**config.mk**
```make
export PLATFORM = sky130hd
export DESIGN_NAME = red_eye_seed_search_flat
export DESIGN_NICKNAME = d
export VERILOG_FILES = /design/src/hw/rtl/rese_pkg.sv /design/src/hw/rtl/rese_req_if.sv /design/src/hw/rtl/rese_rsp_if.sv /design/src/hw/rtl/rese_csr_if.sv /design/src/hw/rtl/rese_fifo.sv /design/src/hw/rtl/rese_front.sv /design/src/hw/rtl/rese_back.sv /design/src/hw/rtl/red_eye_seed_search.sv /design/src/flat_wrapper.sv
export SDC_FILE = /design/constraint.sdc
export NUM_CORES = 2
export LEC_CHECK = 0
export ABC_CLOCK_PERIOD_IN_PS = 9850
export BUFFER_PORTS_ARGS = -buffer_cell sky130_fd_sc_hd__buf_4
export CORE_AREA = 2 2 445 337
export CTS_CLUSTER_DIAMETER = 200
export DETAILED_ROUTE_END_ITERATION = 8
export DIE_AREA = 0 0 447 339
export GPL_TIMING_DRIVEN = 0
export MAX_ROUTING_LAYER = met4
export RECOVER_POWER = 50
export REMOVE_ABC_BUFFERS = 1
export SLEW_MARGIN = 20
export SYNTH_ARGS = -nofsm -noshare
export SYNTH_HDL_FRONTEND = slang
export SYNTH_HIERARCHICAL = 1
export SYNTH_SLANG_ARGS = --single-unit
```
**constraint.sdc**
```tcl
create_clock -name clock -period 9.85 [get_ports clock]
set_clock_uncertainty 0.2 [all_clocks]
set_input_delay 2.955 -clock clock [delete_from_list [all_inputs] [get_ports clock]]
set_output_delay 2.955 -clock clock [all_outputs]
set_load 0.01 [all_outputs]
```
**src/hw/rtl/rese_pkg.sv**
```systemverilog
`timescale 1ns / 1ps
package rese_pkg;
   localparam int MAX_SIDE_DEF = 4096;
   localparam int CSR_ADDR_W   = 3;
   localparam int CSR_DATA_W   = 16;
   localparam int COLOR_W      = 8;
   localparam int PCT_W        = 7;
   localparam int SUM_W        = 10;
   localparam int RATIO_W      = 8;
   localparam int WSUM_W       = 8;
   localparam int WEIGHT_W     = 7;
   localparam int SCORE_W      = 15;
   localparam int IDX_W        = 4;
   localparam int TAPER_HALF   = 6;
   localparam int QUEUE_DEPTH  = 2;

   // register map
   localparam logic [CSR_ADDR_W-1:0] REG_CENTER_X      = 3'd0;
   localparam logic [CSR_ADDR_W-1:0] REG_CENTER_Y      = 3'd1;
   localparam logic [CSR_ADDR_W-1:0] REG_HALF_SPAN     = 3'd2;
   localparam logic [CSR_ADDR_W-1:0] REG_RED_MIN       = 3'd3;
   localparam logic [CSR_ADDR_W-1:0] REG_RED_PCT_MIN   = 3'd4;
   localparam logic [CSR_ADDR_W-1:0] REG_GREEN_PCT_MAX = 3'd5;
   localparam logic [CSR_ADDR_W-1:0] REG_BLUE_PCT_MAX  = 3'd6;

   localparam logic [COLOR_W-1:0] RED_MIN_RST       = 8'd50;
   localparam logic [PCT_W-1:0]   RED_PCT_MIN_RST   = 7'd40;
   localparam logic [PCT_W-1:0]   GREEN_PCT_MAX_RST = 7'd31;
   localparam logic [PCT_W-1:0]   BLUE_PCT_MAX_RST  = 7'd36;

   typedef struct packed {
      logic [COLOR_W-1:0] red_min;
      logic [PCT_W-1:0]   red_pct_min;
      logic [PCT_W-1:0]   green_pct_max;
      logic [PCT_W-1:0]   blue_pct_max;
   } rese_thr_type;

   // 13-entry taper, peak at the centre index
   function automatic logic [WEIGHT_W-1:0] taper_at(input logic [IDX_W-1:0] idx);
      logic [WEIGHT_W-1:0] w;
      case (idx)
         4'd0, 4'd12: w = 7'd28;
         4'd1, 4'd11: w = 7'd39;
         4'd2, 4'd10: w = 7'd48;
         4'd3, 4'd9:  w = 7'd55;
         4'd4, 4'd8:  w = 7'd60;
         4'd5, 4'd7:  w = 7'd63;
         4'd6:        w = 7'd64;
         default:     w = 7'd28;
      endcase
      return w;
   endfunction
endpackage

```
**src/hw/rtl/rese_req_if.sv**
```systemverilog
`timescale 1ns / 1ps
interface rese_req_if #(parameter int COORD_W = $clog2(rese_pkg::MAX_SIDE_DEF));
   logic                        valid;
   logic                        ready;
   logic [COORD_W-1:0]          pix_x;
   logic [COORD_W-1:0]          pix_y;
   logic [rese_pkg::COLOR_W-1:0] red;
   logic [rese_pkg::COLOR_W-1:0] green;
   logic [rese_pkg::COLOR_W-1:0] blue;
   logic                        last_pixel;
   modport source (output valid, pix_x, pix_y, red, green, blue, last_pixel, input ready);
   modport sink   (input valid, pix_x, pix_y, red, green, blue, last_pixel, output ready);
endinterface

```
**src/hw/rtl/rese_rsp_if.sv**
```systemverilog
`timescale 1ns / 1ps
interface rese_rsp_if #(parameter int COORD_W = $clog2(rese_pkg::MAX_SIDE_DEF));
   logic                        valid;
   logic                        ready;
   logic                        found;
   logic [COORD_W-1:0]          best_x;
   logic [COORD_W-1:0]          best_y;
   logic [rese_pkg::SCORE_W-1:0] best_score;
   modport source (output valid, found, best_x, best_y, best_score, input ready);
   modport sink   (input valid, found, best_x, best_y, best_score, output ready);
endinterface

```
**src/hw/rtl/rese_csr_if.sv**
```systemverilog
`timescale 1ns / 1ps
interface rese_csr_if;
   logic                           valid;
   logic                           ready;
   logic [rese_pkg::CSR_ADDR_W-1:0] addr;
   logic [rese_pkg::CSR_DATA_W-1:0] wdata;
   modport source (output valid, addr, wdata, input ready);
   modport sink   (input valid, addr, wdata, output ready);
endinterface

```
**src/hw/rtl/rese_fifo.sv**
```systemverilog
`timescale 1ns / 1ps
module rese_fifo #(
   parameter int WIDTH = 8,
   parameter int DEPTH = 2
) (
   input  logic             clock,
   input  logic             reset,
   input  logic             push_valid,
   output logic             push_ready,
   input  logic [WIDTH-1:0] push_data,
   output logic             pop_valid,
   input  logic             pop_ready,
   output logic [WIDTH-1:0] pop_data
);
   localparam int PTR_W = (DEPTH > 1) ? $clog2(DEPTH) : 1;
   localparam int CNT_W = $clog2(DEPTH + 1);

   logic [WIDTH-1:0] mem_ff [DEPTH];
   logic [PTR_W-1:0] wr_ptr_ff, wr_ptr_in, rd_ptr_ff, rd_ptr_in;
   logic [CNT_W-1:0] count_ff, count_in;
   logic             do_push, do_pop;

   assign push_ready = (count_ff != CNT_W'(DEPTH));
   assign pop_valid  = (count_ff != '0);
   assign pop_data   = mem_ff[rd_ptr_ff];
   assign do_push    = push_valid && push_ready;
   assign do_pop     = pop_valid && pop_ready;

   // pointer wrap and occupancy
   always_comb begin
      wr_ptr_in = wr_ptr_ff;
      rd_ptr_in = rd_ptr_ff;
      count_in  = count_ff;
      if (do_push) begin
         wr_ptr_in = (wr_ptr_ff == PTR_W'(DEPTH - 1)) ? '0 : wr_ptr_ff + 1'b1;
      end
      if (do_pop) begin
         rd_ptr_in = (rd_ptr_ff == PTR_W'(DEPTH - 1)) ? '0 : rd_ptr_ff + 1'b1;
      end
      if (do_push && !do_pop) begin
         count_in = count_ff + 1'b1;
      end else if (do_pop && !do_push) begin
         count_in = count_ff - 1'b1;
      end
   end

   always_ff @(posedge clock) begin
      if (reset) begin
         wr_ptr_ff <= '0;
         rd_ptr_ff <= '0;
         count_ff  <= '0;
      end else begin
         wr_ptr_ff <= wr_ptr_in;
         rd_ptr_ff <= rd_ptr_in;
         count_ff  <= count_in;
      end
   end

   always_ff @(posedge clock) begin
      if (do_push) begin
         mem_ff[wr_ptr_ff] <= push_data;
      end
   end
endmodule

```
**src/hw/rtl/rese_front.sv**
```systemverilog
`timescale 1ns / 1ps
module rese_front #(
   parameter int COORD_W = 12
) (
   input  logic                      clock,
   input  logic                      reset,
   rese_req_if.sink                  req_bus,
   input  rese_pkg::rese_thr_type    thr,
   input  logic [COORD_W-1:0]        center_x,
   input  logic [COORD_W-1:0]        center_y,
   input  logic [COORD_W-1:0]        half_span,
   output logic                      out_valid,
   input  logic                      out_ready,
   output logic                      out_hit,
   output logic                      out_last,
   output logic [COORD_W-1:0]        out_x,
   output logic [COORD_W-1:0]        out_y,
   output logic [rese_pkg::COLOR_W-1:0] out_red,
   output logic [rese_pkg::SUM_W-1:0]   out_sum,
   output logic [rese_pkg::WSUM_W-1:0]  out_wsum
);
   import rese_pkg::*;

   localparam int M6_W  = COORD_W + 3;
   localparam int PCT_PROD_W = 17;

   logic                 stg_valid_ff, stg_valid_in;
   logic [COORD_W-1:0]   stg_x_ff, stg_y_ff;
   logic [COLOR_W-1:0]   stg_r_ff, stg_g_ff, stg_b_ff;
   logic                 stg_last_ff;
   logic                 take;
   logic [SUM_W-1:0]     sum;
   logic [PCT_PROD_W-1:0] r100, g100, b100, r_lim, g_lim, b_lim;
   logic [WEIGHT_W-1:0]  wx, wy;

   // offset from centre scaled by 6/half_span, truncated toward zero, clamped
   function automatic logic [WEIGHT_W-1:0] weight_at(
      input logic [COORD_W-1:0] pos,
      input logic [COORD_W-1:0] ctr,
      input logic [COORD_W-1:0] hs
   );
      logic signed [COORD_W:0] off;
      logic                    neg;
      logic [COORD_W:0]        mag;
      logic [M6_W-1:0]         m6;
      logic [2:0]              q;
      logic [IDX_W-1:0]        idx;
      off = $signed({1'b0, pos}) - $signed({1'b0, ctr});
      neg = off[COORD_W];
      mag = neg ? (~off + 1'b1) : off;
      m6  = (M6_W'(mag) << 2) + (M6_W'(mag) << 1);
      q   = '0;
      // quotient digit count: one compare per multiple of half_span
      for (int k = 1; k <= TAPER_HALF; k++) begin
         if (m6 >= M6_W'(hs) * M6_W'(k)) begin
            q = q + 1'b1;
         end
      end
      if (hs == '0) begin
         idx = IDX_W'(TAPER_HALF);
      end else if (neg) begin
         idx = IDX_W'(TAPER_HALF) - IDX_W'(q);
      end else begin
         idx = IDX_W'(TAPER_HALF) + IDX_W'(q);
      end
      return taper_at(idx);
   endfunction

   assign take          = req_bus.valid && req_bus.ready;
   assign req_bus.ready = !stg_valid_ff || out_ready;
   assign stg_valid_in  = take || (stg_valid_ff && !out_ready);

   always_ff @(posedge clock) begin
      if (reset) begin
         stg_valid_ff <= 1'b0;
      end else begin
         stg_valid_ff <= stg_valid_in;
      end
   end

   always_ff @(posedge clock) begin
      if (take) begin
         stg_x_ff    <= req_bus.pix_x;
         stg_y_ff    <= req_bus.pix_y;
         stg_r_ff    <= req_bus.red;
         stg_g_ff    <= req_bus.green;
         stg_b_ff    <= req_bus.blue;
         stg_last_ff <= req_bus.last_pixel;
      end
   end

   // percentage tests as cross products: floor(c*100/sum) against threshold
   assign sum   = SUM_W'(stg_r_ff) + SUM_W'(stg_g_ff) + SUM_W'(stg_b_ff);
   assign r100  = PCT_PROD_W'(stg_r_ff) * PCT_PROD_W'(100);
   assign g100  = PCT_PROD_W'(stg_g_ff) * PCT_PROD_W'(100);
   assign b100  = PCT_PROD_W'(stg_b_ff) * PCT_PROD_W'(100);
   assign r_lim = (PCT_PROD_W'(thr.red_pct_min) + 1'b1) * PCT_PROD_W'(sum);
   assign g_lim = PCT_PROD_W'(thr.green_pct_max) * PCT_PROD_W'(sum);
   assign b_lim = PCT_PROD_W'(thr.blue_pct_max) * PCT_PROD_W'(sum);

   assign wx = weight_at(stg_x_ff, center_x, half_span);
   assign wy = weight_at(stg_y_ff, center_y, half_span);

   assign out_valid = stg_valid_ff;
   assign out_hit   = (stg_r_ff > thr.red_min) && (sum != '0) && (r100 >= r_lim)
                      && (g100 < g_lim) && (b100 < b_lim);
   assign out_last  = stg_last_ff;
   assign out_x     = stg_x_ff;
   assign out_y     = stg_y_ff;
   assign out_red   = stg_r_ff;
   assign out_sum   = sum;
   assign out_wsum  = WSUM_W'(wx) + WSUM_W'(wy);
endmodule

```
**src/hw/rtl/rese_back.sv**
```systemverilog
`timescale 1ns / 1ps
module rese_back #(
   parameter int COORD_W = 12
) (
   input  logic                      clock,
   input  logic                      reset,
   input  logic                      in_valid,
   output logic                      in_ready,
   input  logic                      in_hit,
   input  logic                      in_last,
   input  logic [COORD_W-1:0]        in_x,
   input  logic [COORD_W-1:0]        in_y,
   input  logic [rese_pkg::COLOR_W-1:0] in_red,
   input  logic [rese_pkg::SUM_W-1:0]   in_sum,
   input  logic [rese_pkg::WSUM_W-1:0]  in_wsum,
   rese_rsp_if.source                rsp_bus
);
   import rese_pkg::*;

   localparam int DVD_W = 2 * COLOR_W;

   typedef enum logic [1:0] {ST_IDLE, ST_DIV, ST_MUL, ST_UPD} state_type;

   state_type            state_ff;
   logic                 hit_ff, last_ff;
   logic [COORD_W-1:0]   x_ff, y_ff;
   logic [SUM_W-1:0]     sum_ff;
   logic [WSUM_W-1:0]    wsum_ff;
   logic [SUM_W-1:0]     rem_ff;
   logic [COLOR_W-1:0]   dvd_ff;
   logic [RATIO_W-1:0]   quo_ff;
   logic [2:0]           cnt_ff;
   logic [SCORE_W-1:0]   score_ff;
   logic [SCORE_W-1:0]   top_score_ff;
   logic [COORD_W-1:0]   top_x_ff, top_y_ff;
   logic                 any_hit_ff;
   logic                 rsp_valid_ff;
   logic                 rsp_found_ff;
   logic [COORD_W-1:0]   rsp_x_ff, rsp_y_ff;
   logic [SCORE_W-1:0]   rsp_score_ff;

   logic [DVD_W-1:0]     dividend;
   logic [SUM_W:0]       trial;
   logic                 trial_ge;
   logic [2*RATIO_W-1:0] product;
   logic                 better, out_free, upd_go, emit;
   logic [SCORE_W-1:0]   nxt_score;
   logic [COORD_W-1:0]   nxt_x, nxt_y;
   logic                 nxt_any;

   assign in_ready = (state_ff == ST_IDLE);
   // red*255 as a shift and subtract
   assign dividend = (DVD_W'(in_red) << COLOR_W) - DVD_W'(in_red);
   // restoring division, one quotient bit a cycle
   assign trial    = {rem_ff, dvd_ff[COLOR_W-1]};
   assign trial_ge = (trial >= (SUM_W + 1)'(sum_ff));
   assign product  = quo_ff * wsum_ff;

   assign better    = hit_ff && (score_ff > top_score_ff);
   assign nxt_score = better ? score_ff : top_score_ff;
   assign nxt_x     = better ? x_ff : top_x_ff;
   assign nxt_y     = better ? y_ff : top_y_ff;
   assign nxt_any   = better || any_hit_ff;
   assign out_free  = !rsp_valid_ff || rsp_bus.ready;
   assign upd_go    = !last_ff || out_free;
   assign emit      = (state_ff == ST_UPD) && upd_go && last_ff;

   assign rsp_bus.valid      = rsp_valid_ff;
   assign rsp_bus.found      = rsp_found_ff;
   assign rsp_bus.best_x     = rsp_x_ff;
   assign rsp_bus.best_y     = rsp_y_ff;
   assign rsp_bus.best_score = rsp_score_ff;

   always_ff @(posedge clock) begin
      if (reset) begin
         state_ff     <= ST_IDLE;
         top_score_ff <= '0;
         top_x_ff     <= '0;
         top_y_ff     <= '0;
         any_hit_ff   <= 1'b0;
         rsp_valid_ff <= 1'b0;
      end else begin
         // result word register: load on emit, drop when taken
         if (emit) begin
            rsp_valid_ff <= 1'b1;
         end else if (rsp_valid_ff && rsp_bus.ready) begin
            rsp_valid_ff <= 1'b0;
         end
         unique case (state_ff)
            ST_IDLE: begin
               if (in_valid) begin
                  hit_ff  <= in_hit;
                  last_ff <= in_last;
                  x_ff    <= in_x;
                  y_ff    <= in_y;
                  sum_ff  <= in_sum;
                  wsum_ff <= in_wsum;
                  rem_ff  <= SUM_W'(dividend[DVD_W-1:COLOR_W]);
                  dvd_ff  <= dividend[COLOR_W-1:0];
                  cnt_ff  <= 3'd7;
                  state_ff <= in_hit ? ST_DIV : ST_UPD;
               end
            end
            ST_DIV: begin
               rem_ff <= trial_ge ? SUM_W'(trial - (SUM_W + 1)'(sum_ff)) : trial[SUM_W-1:0];
               quo_ff <= {quo_ff[RATIO_W-2:0], trial_ge};
               dvd_ff <= dvd_ff << 1;
               cnt_ff <= cnt_ff - 1'b1;
               if (cnt_ff == 3'd0) begin
                  state_ff <= ST_MUL;
               end
            end
            ST_MUL: begin
               score_ff <= product[SCORE_W-1:0];
               state_ff <= ST_UPD;
            end
            ST_UPD: begin
               if (upd_go) begin
                  if (last_ff) begin
                     // emit the window result and start a fresh search
                     rsp_found_ff <= nxt_any;
                     rsp_x_ff     <= nxt_any ? nxt_x : '0;
                     rsp_y_ff     <= nxt_any ? nxt_y : '0;
                     rsp_score_ff <= nxt_any ? nxt_score : '0;
                     top_score_ff <= '0;
                     top_x_ff     <= '0;
                     top_y_ff     <= '0;
                     any_hit_ff   <= 1'b0;
                  end else begin
                     top_score_ff <= nxt_score;
                     top_x_ff     <= nxt_x;
                     top_y_ff     <= nxt_y;
                     any_hit_ff   <= nxt_any;
                  end
                  state_ff <= ST_IDLE;
               end
            end
            default: state_ff <= ST_IDLE;
         endcase
      end
   end
endmodule

```
**src/hw/rtl/red_eye_seed_search.sv**
```systemverilog
`timescale 1ns / 1ps
// Red-eye seed search over one window of pixels.
// req_bus takes pixel words in raster order (x, y, RGB, last_pixel flag);
// rsp_bus gives one result word per window, after the pixel marked last:
// found, best_x, best_y, best_score (first strictly greatest score wins).
// csr_bus writes the centre, half span and color thresholds; the user must
// write registers only between windows, which the block does not enforce.
// A front stage registers each pixel and classifies it (color tests and the
// taper weights), then a two-entry queue feeds the back end, which scores it.
// The back end handles one pixel at a time: a non-qualifying pixel goes from
// capture straight to the update; a qualifying one passes through capture, the
// bit-serial divider for red*255/(R+G+B), a multiply and the update.
// The result sits in an output register; the back end keeps working while it
// waits, and stalls only when a second result is due before the first is taken.
// Synchronous reset restores the default thresholds, clears the centre and
// half span, empties the queue and clears the running best.
module red_eye_seed_search #(
   parameter int MAX_SIDE = rese_pkg::MAX_SIDE_DEF
) (
   input logic        clock,
   input logic        reset,
   rese_req_if.sink   req_bus,
   rese_rsp_if.source rsp_bus,
   rese_csr_if.sink   csr_bus
);
   import rese_pkg::*;

   localparam int COORD_W = $clog2(MAX_SIDE);
   localparam int ITEM_W  = 2 + 2 * COORD_W + COLOR_W + SUM_W + WSUM_W;

   logic [COORD_W-1:0] center_x_ff, center_y_ff, half_span_ff;
   rese_thr_type       thr_ff;
   logic               csr_take;

   logic               f_valid, f_ready, f_hit, f_last;
   logic [COORD_W-1:0] f_x, f_y;
   logic [COLOR_W-1:0] f_red;
   logic [SUM_W-1:0]   f_sum;
   logic [WSUM_W-1:0]  f_wsum;
   logic [ITEM_W-1:0]  q_in, q_out;
   logic               q_valid, q_ready;

   assign csr_bus.ready = 1'b1;
   assign csr_take      = csr_bus.valid && csr_bus.ready;

   // configuration registers
   always_ff @(posedge clock) begin
      if (reset) begin
         center_x_ff        <= '0;
         center_y_ff        <= '0;
         half_span_ff       <= '0;
         thr_ff.red_min       <= RED_MIN_RST;
         thr_ff.red_pct_min   <= RED_PCT_MIN_RST;
         thr_ff.green_pct_max <= GREEN_PCT_MAX_RST;
         thr_ff.blue_pct_max  <= BLUE_PCT_MAX_RST;
      end else if (csr_take) begin
         unique case (csr_bus.addr)
            REG_CENTER_X:      center_x_ff  <= csr_bus.wdata[COORD_W-1:0];
            REG_CENTER_Y:      center_y_ff  <= csr_bus.wdata[COORD_W-1:0];
            REG_HALF_SPAN:     half_span_ff <= csr_bus.wdata[COORD_W-1:0];
            REG_RED_MIN:       thr_ff.red_min       <= csr_bus.wdata[COLOR_W-1:0];
            REG_RED_PCT_MIN:   thr_ff.red_pct_min   <= csr_bus.wdata[PCT_W-1:0];
            REG_GREEN_PCT_MAX: thr_ff.green_pct_max <= csr_bus.wdata[PCT_W-1:0];
            REG_BLUE_PCT_MAX:  thr_ff.blue_pct_max  <= csr_bus.wdata[PCT_W-1:0];
            default: ;
         endcase
      end
   end

   rese_front #(.COORD_W(COORD_W)) u_front (
      .clock     (clock),
      .reset     (reset),
      .req_bus   (req_bus),
      .thr       (thr_ff),
      .center_x  (center_x_ff),
      .center_y  (center_y_ff),
      .half_span (half_span_ff),
      .out_valid (f_valid),
      .out_ready (f_ready),
      .out_hit   (f_hit),
      .out_last  (f_last),
      .out_x     (f_x),
      .out_y     (f_y),
      .out_red   (f_red),
      .out_sum   (f_sum),
      .out_wsum  (f_wsum)
   );

   assign q_in = {f_hit, f_last, f_x, f_y, f_red, f_sum, f_wsum};

   rese_fifo #(.WIDTH(ITEM_W), .DEPTH(QUEUE_DEPTH)) u_queue (
      .clock      (clock),
      .reset      (reset),
      .push_valid (f_valid),
      .push_ready (f_ready),
      .push_data  (q_in),
      .pop_valid  (q_valid),
      .pop_ready  (q_ready),
      .pop_data   (q_out)
   );

   rese_back #(.COORD_W(COORD_W)) u_back (
      .clock    (clock),
      .reset    (reset),
      .in_valid (q_valid),
      .in_ready (q_ready),
      .in_hit   (q_out[ITEM_W-1]),
      .in_last  (q_out[ITEM_W-2]),
      .in_x     (q_out[ITEM_W-3 -: COORD_W]),
      .in_y     (q_out[ITEM_W-3-COORD_W -: COORD_W]),
      .in_red   (q_out[SUM_W+WSUM_W +: COLOR_W]),
      .in_sum   (q_out[WSUM_W +: SUM_W]),
      .in_wsum  (q_out[WSUM_W-1:0]),
      .rsp_bus  (rsp_bus)
   );
endmodule

```
**src/flat_wrapper.sv**
```systemverilog
// flat-port wrapper written by rule: the top's interface ports become plain ports
module red_eye_seed_search_flat import rese_pkg::*;
#(
   parameter int MAX_SIDE = rese_pkg::MAX_SIDE_DEF
)
  (clock, reset, req_bus_valid, req_bus_pix_x, req_bus_pix_y, req_bus_red, req_bus_green, req_bus_blue, req_bus_last_pixel, req_bus_ready, rsp_bus_valid, rsp_bus_found, rsp_bus_best_x, rsp_bus_best_y, rsp_bus_best_score, rsp_bus_ready, csr_bus_valid, csr_bus_addr, csr_bus_wdata, csr_bus_ready);
  rese_req_if req_bus_i ();
  rese_rsp_if rsp_bus_i ();
  rese_csr_if csr_bus_i ();
  input logic clock;
  input logic reset;
  input wire logic [$bits(req_bus_i.valid)-1:0] req_bus_valid;
  input wire logic [$bits(req_bus_i.pix_x)-1:0] req_bus_pix_x;
  input wire logic [$bits(req_bus_i.pix_y)-1:0] req_bus_pix_y;
  input wire logic [$bits(req_bus_i.red)-1:0] req_bus_red;
  input wire logic [$bits(req_bus_i.green)-1:0] req_bus_green;
  input wire logic [$bits(req_bus_i.blue)-1:0] req_bus_blue;
  input wire logic [$bits(req_bus_i.last_pixel)-1:0] req_bus_last_pixel;
  output wire logic [$bits(req_bus_i.ready)-1:0] req_bus_ready;
  output wire logic [$bits(rsp_bus_i.valid)-1:0] rsp_bus_valid;
  output wire logic [$bits(rsp_bus_i.found)-1:0] rsp_bus_found;
  output wire logic [$bits(rsp_bus_i.best_x)-1:0] rsp_bus_best_x;
  output wire logic [$bits(rsp_bus_i.best_y)-1:0] rsp_bus_best_y;
  output wire logic [$bits(rsp_bus_i.best_score)-1:0] rsp_bus_best_score;
  input wire logic [$bits(rsp_bus_i.ready)-1:0] rsp_bus_ready;
  input wire logic [$bits(csr_bus_i.valid)-1:0] csr_bus_valid;
  input wire logic [$bits(csr_bus_i.addr)-1:0] csr_bus_addr;
  input wire logic [$bits(csr_bus_i.wdata)-1:0] csr_bus_wdata;
  output wire logic [$bits(csr_bus_i.ready)-1:0] csr_bus_ready;
  assign req_bus_i.valid = req_bus_valid;
  assign req_bus_i.pix_x = req_bus_pix_x;
  assign req_bus_i.pix_y = req_bus_pix_y;
  assign req_bus_i.red = req_bus_red;
  assign req_bus_i.green = req_bus_green;
  assign req_bus_i.blue = req_bus_blue;
  assign req_bus_i.last_pixel = req_bus_last_pixel;
  assign req_bus_ready = req_bus_i.ready;
  assign rsp_bus_valid = rsp_bus_i.valid;
  assign rsp_bus_found = rsp_bus_i.found;
  assign rsp_bus_best_x = rsp_bus_i.best_x;
  assign rsp_bus_best_y = rsp_bus_i.best_y;
  assign rsp_bus_best_score = rsp_bus_i.best_score;
  assign rsp_bus_i.ready = rsp_bus_ready;
  assign csr_bus_i.valid = csr_bus_valid;
  assign csr_bus_i.addr = csr_bus_addr;
  assign csr_bus_i.wdata = csr_bus_wdata;
  assign csr_bus_ready = csr_bus_i.ready;
  red_eye_seed_search #(.MAX_SIDE(MAX_SIDE)) u_core (.clock(clock), .reset(reset), .req_bus(req_bus_i), .rsp_bus(rsp_bus_i), .csr_bus(csr_bus_i));
endmodule
```
==> impl_summary.md <==
Run status
The run finished, with violations left. The checks that failed: negative setup slack.

Floorplanning
The total area inside the core boundary comes to 147,000 um2. In this run the horizontal extent of the chip is 447 um. Measured along the y axis, the die boundary spans 339 um. The initial utilization of the core area, before any placement, comes to 24.9%. The floorplan has 122 rows. The die covers 152,000 um2. 116 I/O pins were placed.

Cells and area
The total number of nets in the final design is 4,671. Cells with a size suffix above 1 make up 16.9% of the layout. From synthesis to final layout, the design area changed by 18.8%.

Detailed routing
The pre-antenna-repair detailed-routing pass consisted of 5 iterations. After detailed routing, the number of remaining DRC violations is 0. The first routing iteration left 1,676 violations. After detailed routing, the total wire length is 93,800 um. The via density per instance is 4.60.

The overall via count from detail_route is 27,000. In this run the remaining antenna-violating nets after routing total 0. After detailed routing, the average wire length per cell comes to 16.0 um.

Global route
The first-pass GRT wire length is 146,000 um. Entering global routing, the biggest net connects 102 pins. The global-route congestion overflow total is 0.

The combined global-route utilization of all metal layers is 12.4%. The number of global-route vias before repair was 26,300. The initial antenna violation count came to 7.

Yosys
The count of unique library cells instantiated by Yosys is 116. The cell area that synthesis handed to floorplanning was 36,600 um2. The count of flip-flops with a built-in enable after synthesis is 281. The gate count of the mapped netlist is 3,658.

The arithmetic-cell share of the synthesized area counting full adders, half adders and majority gates is 29.7%. The sequential element share of the synthesized area is 29.3%. The share of flip-flops with an asynchronous set or reset after synthesis is 0%. The simple-gate area share of the yosys netlist is 13.7%. The Yosys step of the flow raised 6 warnings. Multiplexer cells account for 3.89% of the synthesized area. The fraction of synthesized cell area in xor and xnor cells is 4.72%. Each instance of the synthesized netlist takes up on average 10.0 um2. The commonest register cell after synthesis is edfxtp_1.

After synthesis, the largest family of logic cells by area is adder cells. The complex-gate fraction of the synthesized area is 12.8%. Counting flops and latches in the post-synthesis netlist gives 395.

Setup path
The number of buffer and inverter stages on the critical path is 6. The kind of end point of the critical path is a flop. The cell family contributing the most delay on the critical path is compound AO/OA/AOI/OAI gates. At the worst endpoint, the arrival time is 10,240 ps. In this design, the stage delay of the slowest critical-path cell is 530 ps. The slowest stage of the critical path belongs to the cell edfxtp_1. The required arrival time at the worst endpoint is 10,020 ps.

Of all nets on the critical path, the largest fanout is 8. STA classifies the critical path startpoint as a flop. The worst setup path is of the reg -> reg kind.

STA
The post-route minimum period is 10,070 ps. The post-layout worst setup margin is -223 ps. The total negative slack is -935 ps. Setup violations remaining at the end of the flow were counted as 6. The number of slew-limit violations in the final report came to 0.

Based on the critical path, the design can be clocked at up to 0.0993 GHz. The final-report hold violation count came to 0. The worst slew slack as a fraction of its limit is 23.1%. At the pin with the least slew margin, the transition time is 1150 ps. Setup repair after global routing could not meet its margin everywhere. The ratio of final minimum period to clock period is 102%.

CTS
The clock latency at the later pin of the worst-skew pair is 630 ps. Counting along the longest clock path gives a buffer depth of 3. The clock transition time at the flip-flop clock pins of the worst setup and hold paths is 70 ps. Hold repair after CTS inserted 0 buffers. TritonCTS built the clock tree. The CTS H-tree depth is 2. The total CTS buffers is 44. The TritonCTS sink count is 395. The root buffer cell is clkbuf_16.

Placement
The HPWL after detailed placement is 70,300 um. The final weighted congestion in routability-driven placement is 0.850. The number of buffer cells added on primary ports is 110. The worst setup slack before clock tree synthesis is -2550 ps.

Run
Max-cap violations in this run came to 0.

Worst hold path
The class of the tightest hold or removal check is reg -> reg.
-- synth_stat cells, drive strengths merged (14+ instances only) --
library cell    n  share of area, %
o21bai         27              0.55
nand4          14              0.27
edfxtp        281                23
nor4           19              0.32
ha            572                20
o21a           51               1.0
fa            185                10
nor3           33              0.48
a21o           70               1.4
buf            41              0.79
nor2          120               1.2
a21boi         23              0.48
mux2           59               1.8
nand2b        117               2.0
nor2b          54              0.95
and2          145               2.5
dfxtp         114               6.2
o31ai          23              0.65
o21ai         122               1.7
clkbuf         66              0.70
or3            14              0.25
nand2         312               3.2
xnor2         142               3.4
nand3          62              0.86
inv           440               4.5
a21oi         177               2.4
mux2i          76               2.1
xor2           48               1.2
a211oi         23              0.55
a22o           39              0.93
-- metal layers --
metal | vias to the layer above | GRT usage, % | wire length, um
met5 | - | - | 0
li1 | 13100 | - | -
met3 | 128 | 1.45 | 4660
met2 | 610 | 18.2 | 40700
met1 | 13100 | 17.7 | 45900
met4 | 0 | 3.58 | 2590
-- cells in the final DEF, fill, tap and decap left out, types with 48 or more instances in the layout --
master	n
dfxtp_1	113
o21ai_0	91
mux2_2	57
a21o_1	70
and2_1	140
xnor2_1	114
nand2b_1	113
ha_1	535
o21a_1	48
nand3_1	59
buf_4	218
inv_1	430
a21oi_1	151
edfxtp_1	281
nor2_1	105
fa_1	181
nand2_1	307
mux2i_1	74
-- flip-flops by register name, summed over array words and instances, names as in the netlist, 15 cells and up, named ones only --
| signal | cells |
|---|---|
| u_core/u_back/score_ff | 15 |
| u_core/thr_ff | 29 |
| u_core/u_back/top_score_ff | 15 |
| u_core/u_back/rsp_bus.best_score | 15 |
| u_core/u_queue/mem_ff | 104 |
-- stage by stage --
step	cell area, um2	cells	utilization [%]	hold slack (ps)
after floorplan	36100	3551	-	221
after global placement	39400	5645	26.8	224
after detailed placement	39800	5666	27.1	254
after CTS	42700	5824	29.1	261
after global routing	43500	5863	29.6	272
final	43500	5864	29.6	262
-- logic make-up (layout without fill, tap and decap cells) --
family / Yosys count / in the layout
flip-flops: 395 / 395
AO/OA/AOI/OAI: 669 / 669
buffers and inverters: 547 / 766
other: 1 / 4
AND/OR/NAND/NOR: 963 / 963
multiplexers: 135 / 135
adder cells (fa/ha/maj): 757 / 757
XOR/XNOR: 191 / 191
-- final timing paths --
kind / from / to / slack [ps] / depth (start not counted)
hold reg to reg: u_core/u_front/out_last / u_core/u_queue/mem_ff[0][50] / 260 / 0
setup reg to reg: u_core/u_front/out_y[2] / u_core/u_queue/mem_ff[0][7] / -220 / 49
setup / recovery: u_core/u_front/out_y[2] / u_core/u_queue/mem_ff[0][7] / -220 / 49
hold / removal: u_core/u_front/out_last / u_core/u_queue/mem_ff[0][50] / 260 / 0
-- repair_timing --
| action | in CTS | in global routing |
|---|---|---|
| endpoints found under the setup margin | 16 | 16 |
| buffers inserted | 76 | 39 |
| pin swaps | 69 | 92 |
| resized for setup | 146 | 110 |
-- final cells by class --
type / count / area [um2]
sequential: 395 / 10700
clock buffer: 53 / 1210
multi-input combinational: 2716 / 25100
tap: 1984 / 2480
timing repair buffer: 244 / 2010
inverter: 440 / 1660
fill: 15200 / 103000
antenna: 3 / 7.51
clock inverter: 29 / 360
Power is left out: the tool's default activity adds up to more than one toggle a clock period on the data nets, which glitch-free logic cannot reach.
